<file path="src/cbc_sqrt_pipe.sv">
// cbc_sqrt_pipe: pipelined floor square root, one root bit per register stage.
// Carries an opaque tag alongside each operand. No package dependencies.
module cbc_sqrt_pipe #(
   parameter int ROOT_WIDTH = 24,
   parameter int TAG_WIDTH  = 74
) (
   input  logic                      clock,
   input  logic                      reset,
   input  logic                      in_valid,
   input  logic [2*ROOT_WIDTH-1:0]   in_radicand,
   input  logic [TAG_WIDTH-1:0]      in_tag,
   output logic                      out_valid,
   output logic [ROOT_WIDTH-1:0]     out_root,
   output logic [TAG_WIDTH-1:0]      out_tag
);

   localparam int RemWidth   = 2 * ROOT_WIDTH;
   localparam int TrialWidth = 2 * ROOT_WIDTH + 1;

   logic                  valid_ff [ROOT_WIDTH];
   logic [RemWidth-1:0]   rem_ff   [ROOT_WIDTH];
   logic [ROOT_WIDTH-1:0] root_ff  [ROOT_WIDTH];
   logic [TAG_WIDTH-1:0]  tag_ff   [ROOT_WIDTH];

   for (genvar k = 0; k < ROOT_WIDTH; k++) begin : g_stage
      localparam int BitPos = ROOT_WIDTH - 1 - k;

      logic                  valid_prev;
      logic [RemWidth-1:0]   rem_prev;
      logic [ROOT_WIDTH-1:0] root_prev;
      logic [TAG_WIDTH-1:0]  tag_prev;
      logic [TrialWidth-1:0] trial;
      logic                  take;
      logic [RemWidth-1:0]   rem_in;
      logic [ROOT_WIDTH-1:0] root_in;

      if (k == 0) begin : g_first
         assign valid_prev = in_valid;
         assign rem_prev   = in_radicand;
         assign root_prev  = '0;
         assign tag_prev   = in_tag;
      end else begin : g_next
         assign valid_prev = valid_ff[k-1];
         assign rem_prev   = rem_ff[k-1];
         assign root_prev  = root_ff[k-1];
         assign tag_prev   = tag_ff[k-1];
      end

      // (root + 2^b)^2 - root^2 = root * 2^(b+1) + 2^(2b)
      assign trial   = (TrialWidth'(root_prev) << (BitPos + 1))
                     + (TrialWidth'(1) << (2 * BitPos));
      assign take    = TrialWidth'(rem_prev) >= trial;
      assign rem_in  = take ? rem_prev - trial[RemWidth-1:0] : rem_prev;
      assign root_in = take ? root_prev | (ROOT_WIDTH'(1) << BitPos) : root_prev;

      always_ff @(posedge clock) begin
         if (reset) begin
            valid_ff[k] <= 1'b0;
         end else begin
            valid_ff[k] <= valid_prev;
         end
      end

      always_ff @(posedge clock) begin
         rem_ff[k]  <= rem_in;
         root_ff[k] <= root_in;
         tag_ff[k]  <= tag_prev;
      end
   end

   assign out_valid = valid_ff[ROOT_WIDTH-1];
   assign out_root  = root_ff[ROOT_WIDTH-1];
   assign out_tag   = tag_ff[ROOT_WIDTH-1];

endmodule

</file>
<file path="config.mk">
export PLATFORM = sky130hd
export DESIGN_NAME = cbc_sqrt_pipe
export DESIGN_NICKNAME = d
export VERILOG_FILES = /design/src/cbc_sqrt_pipe.sv
export SDC_FILE = /design/constraint.sdc
export NUM_CORES = 2
export LEC_CHECK = 0
export BUFFER_PORTS_ARGS = -buffer_cell sky130_fd_sc_hd__buf_2
export CORE_MARGIN = 5
export CORE_UTILIZATION = 40
export DETAILED_ROUTE_END_ITERATION = 6
export SLEW_MARGIN = 15
export SYNTH_ARGS = -nofsm -noshare
export SYNTH_HDL_FRONTEND = slang
export SYNTH_SLANG_ARGS = --single-unit
</file>
<file path="constraint.sdc">
create_clock -name clock -period 9 [get_ports clock]
set_input_delay 1.35 -clock clock [delete_from_list [all_inputs] [get_ports clock]]
set_output_delay 1.35 -clock clock [all_outputs]
set_load 0.02 [all_outputs]
</file>
==> impl_summary.txt <==
----------------------------------------------------
[Pwr]
  P_leak ... 45.70 nW
  Max rail drop VDD ... 228.8 uV
  Pwr Density ... 341.3 nW/um2

[Layout]
  Number of filler cells placed in the layout ... 19,410
  Final design utilization ... 47.30%
  Cell area after layout ... 104,100 um2
  Total area of multi-input combinational cells ... 22,660 um2
  Area growth from synthesis to layout ... 17.53%
  Area occupied by registers ... 64,140 um2
  Ratio of cells with drive above 1 in the final layout ... 10.87%
  Number of standard cells in the final layout excluding fillers ... 10,700
  Final net count ... 7,940

[Route]
  Post-route antenna net violation count ... 0
  Post-DR vias/cell ... 4.543
  Via count of the routed design ... 48,590
  First drt pass iteration count ... 7
  Drt first-iter violations ... 2,360
  Average routed wire per standard cell ... 14.09 um
  Drt drc ... 0
  Routed WL ... 150,700 um

[STA]
  Slew at the pin with the worst max-slew slack ... 1.092 ns
  Achievable frequency ... 247.4 MHz
  Number of hold violations in the final report ... 0
  Final setup violation count ... 0
  Period minus WS final ... 4.042 ns
  Period utilization ... 44.91%
  Slew Viols, Final ... 0
  Relative slew slack ... 26.28%
  Setup tns final ... 0 ns
  Final hold slack ... 0.2708 ns
  RSZ-0062 raised after global routing ... false
  Setup clock skew after layout ... 0.07240 ns

[Run status]
  Run status ... complete, no violations

[Floorplanning]
  Die area ... 231,000 um2
  Overall die width ... 480.7 um
  Core footprint ... 220,200 um2
  Core Rows ... 172
  Die Ht ... 480.7 um
  Num ports ... 224
  Initial cell density of the core ... 40.25%

[Yosys]
  Part of the Yosys area used for sequential elements ... 72.39%
  Number of enable flip-flop cells after synthesis ... 0
  Count of state elements after synthesis ... 3,204
  Number of warnings issued by yosys ... 0
  Gate Count Post-Synth ... 7,006
  FFs w/ async S/R, synth ... 0%
  Count of distinct cell types in the synthesized netlist ... 80
  Cell area after synthesis ... 88,600 um2
  Nets in the synthesized netlist ... 7,453
  Most used flip-flop cell after synthesis ... sky130_fd_sc_hd__dfxtp_1
  Synthesized area per cell ... 12.65 um2

[Placed design]
  Total placed instance area ... 93,270 um2
  Placed cells ... 10,120
  Detailed placer's ending HPWL ... 106,600 um
  Port-buffer cells ... 223
  RD Place Congestion ... 0.8999

[Global route]
  GRT Util Overall ... 12.93%
  Wire length of the first global-routing pass ... 247,700 um
  GR Overflow Total ... 0
  Antenna violations before repair ... 1
  Vias in the first global route ... 50,010
  Pin count of the biggest net entering global routing ... 47

[Clocking]
  TritonCTS buffer count ... 327
  TritonCTS clock tree ... done
  Maximum number of buffers from clock root to sink ... 4
  # hold bufs at CTS ... 0
  Level count of the clock H-tree ... 5
  Root buffer selected by CTS ... sky130_fd_sc_hd__clkbuf_16
  Number of gates given a new drive strength after cts ... 0
  Total setup buffers inserted after CTS ... 0
  Clock latency on the worst-skew pair ... 0.91 ns
  Clk sinks ... 3,204
  Clock-pin slew reported for the worst setup and hold paths after clock tree synthesis ... 0.06 ns

[Worst setup path]
  Number of cell instances on the worst register-to-register path ... 12
  Setup slack of the worst register-to-register path ... 4.96 ns
  CP startpoint ... root_ff[1][177]
  Worst reg2reg path endpoint ... rem_ff[2][42]
  Kind of start point of the critical path ... register
  CP max stage delay ... 0.64 ns
  Crit path capture type ... register
  Capturing instance or port of the critical path ... rem_ff[2][42]
  List of cells traversed by the critical path ... inv_1, ha_1, a21o_1, a21o_1, a211oi_1, o31a_1, o21ai_0, nor2_2, buf_4, or4_1, nor3_1, xor2_1
  Slowest stage cell on the critical path ... sky130_fd_sc_hd__a211oi_1
  Biggest fanout along the worst timing path ... 20
  Req. time, crit path ... 9.73 ns
  Most common cell type on the critical path ... sky130_fd_sc_hd__a21o_1
  Type of the worst setup path ... register to register
  Critical path arrival ... 4.77 ns
  Critical register-to-register path startpoint ... root_ff[1][177]

[Flow run]
  Maximum capacitance violations ... 0

[Worst hold path]
  Type of the worst min-delay path ... register to register

----------------------------------------------------
[registers in the layout, indices dropped and copies added, names as in the netlist]
signal,cells
valid_ff,24
tag_ff,1776
root_ff,300
rem_ff,1104
[per-layer routing]
| metal | part of all wire (%) | GRT usage, % | up-vias |
|---|---|---|---|
| li1 | - | - | 24660 |
| met1 | 42 | 14.67 | 22340 |
| met2 | 48 | 22.78 | 1118 |
| met3 | 4.8 | 3.035 | 467 |
| met4 | 4.7 | 6.414 | 0 |
| met5 | 0 | 0 | - |
[area by class of cell]
cell class / instances / area share, %
Multi-Input combinational cell: 3315 / 21.76
Timing Repair Buffer: 242 / 1.209
Sequential cell: 3204 / 61.60
Clock inverter: 118 / 1.461
Inverter: 403 / 1.453
Tap cell: 2958 / 3.554
Antenna cell: 1 / 0.002403
Clock buffer: 454 / 8.966
[stage by stage]
stage	power, mW	worst slack [ns]
2_1_floorplan	21.02	5.833
3_3_place_gp	22.40	5.148
3_5_place_dp	22.52	5.030
4_1_cts	36.01	5.005
5_1_grt	37.44	4.699
6_report	35.54	4.958
[synthesized netlist by cell type, types with 67 or more instances]
| master | count | share of area (%) |
|---|---|---|
| sky130_fd_sc_hd__nor2_1 | 302 | 1.3 |
| sky130_fd_sc_hd__nor4_1 | 173 | 1.2 |
| sky130_fd_sc_hd__xnor2_1 | 259 | 2.6 |
| sky130_fd_sc_hd__ha_1 | 322 | 4.5 |
| sky130_fd_sc_hd__nand2b_1 | 67 | 0.47 |
| sky130_fd_sc_hd__inv_1 | 401 | 1.7 |
| sky130_fd_sc_hd__nand3_1 | 78 | 0.44 |
| sky130_fd_sc_hd__nor3_1 | 162 | 0.92 |
| sky130_fd_sc_hd__dfxtp_1 | 3204 | 72 |
| sky130_fd_sc_hd__nand4_1 | 77 | 0.54 |
| sky130_fd_sc_hd__nand2_1 | 328 | 1.4 |
| sky130_fd_sc_hd__o21ai_0 | 255 | 1.4 |
| sky130_fd_sc_hd__a21oi_1 | 294 | 1.7 |
| sky130_fd_sc_hd__nor2b_1 | 68 | 0.48 |
| sky130_fd_sc_hd__xor2_1 | 220 | 2.2 |
| sky130_fd_sc_hd__a21o_1 | 112 | 0.95 |
[cells in the final DEF, fill, tap and decap left out, types with 65 or more instances in the layout]
| cell | instances |
|---|---|
| sky130_fd_sc_hd__clkbuf_1 | 65 |
| sky130_fd_sc_hd__buf_2 | 223 |
| sky130_fd_sc_hd__dfxtp_1 | 3204 |
| sky130_fd_sc_hd__nand2b_1 | 67 |
| sky130_fd_sc_hd__o21ai_0 | 255 |
| sky130_fd_sc_hd__xnor2_1 | 259 |
| sky130_fd_sc_hd__nor4_1 | 173 |
| sky130_fd_sc_hd__nand2_1 | 328 |
| sky130_fd_sc_hd__clkbuf_16 | 332 |
| sky130_fd_sc_hd__inv_1 | 401 |
| sky130_fd_sc_hd__xor2_1 | 220 |
| sky130_fd_sc_hd__ha_1 | 322 |
| sky130_fd_sc_hd__a21o_1 | 112 |
| sky130_fd_sc_hd__nand3_1 | 78 |
| sky130_fd_sc_hd__nor2_1 | 301 |
| sky130_fd_sc_hd__a21oi_1 | 294 |
| sky130_fd_sc_hd__nand4_1 | 77 |
| sky130_fd_sc_hd__or3_1 | 65 |
| sky130_fd_sc_hd__nor3_1 | 162 |
| sky130_fd_sc_hd__nor2b_1 | 68 |
[cells by family after synthesis]
family | synth area share, %
adder cells (fa/ha/maj) | 4.547
multiplexers | 0.7272
buffers and inverters | 2.100
AND/OR/NAND/NOR | 8.819
AO/OA/AOI/OAI | 6.682
XOR/XNOR | 4.735
flip-flops | 72.39
[worst max-delay path, delay by kind of cell, from the launching register on]
kind	cells	cell delay (ns)
buffers and inverters	2	0.41
flip-flops	1	0.34
AND/OR/NAND/NOR	3	1.06
AO/OA/AOI/OAI	5	1.61
XOR/XNOR	1	0.16
adder cells (fa/ha/maj)	1	0.34
[worst min path at each step]
| stage | to | depth (start not counted) | slack, ns | from |
|---|---|---|---|---|
| 6_report | tag_ff[0][552] | 0 | 0.27 | tag_ff[0][478] |
| 5_1_grt | tag_ff[0][552] | 0 | 0.27 | tag_ff[0][478] |
| 4_1_cts | tag_ff[0][552] | 0 | 0.27 | tag_ff[0][478] |
| 3_5_place_dp | tag_ff[0][301] | 0 | 0.31 | tag_ff[0][227] |
| 3_3_place_gp | tag_ff[2][244] | 0 | 0.31 | tag_ff[2][170] |
| 2_1_floorplan | tag_ff[0][100] | 0 | 0.31 | tag_ff[0][26] |
[power by group]
part / internal [mW] / switching, mW
logic: 2.23 / 2.72
registers: 16.1 / 1.23
clock network: 8.11 / 5.18
total: 26.4 / 9.13
No activity file was read; power rests on OpenSTA's default activity.
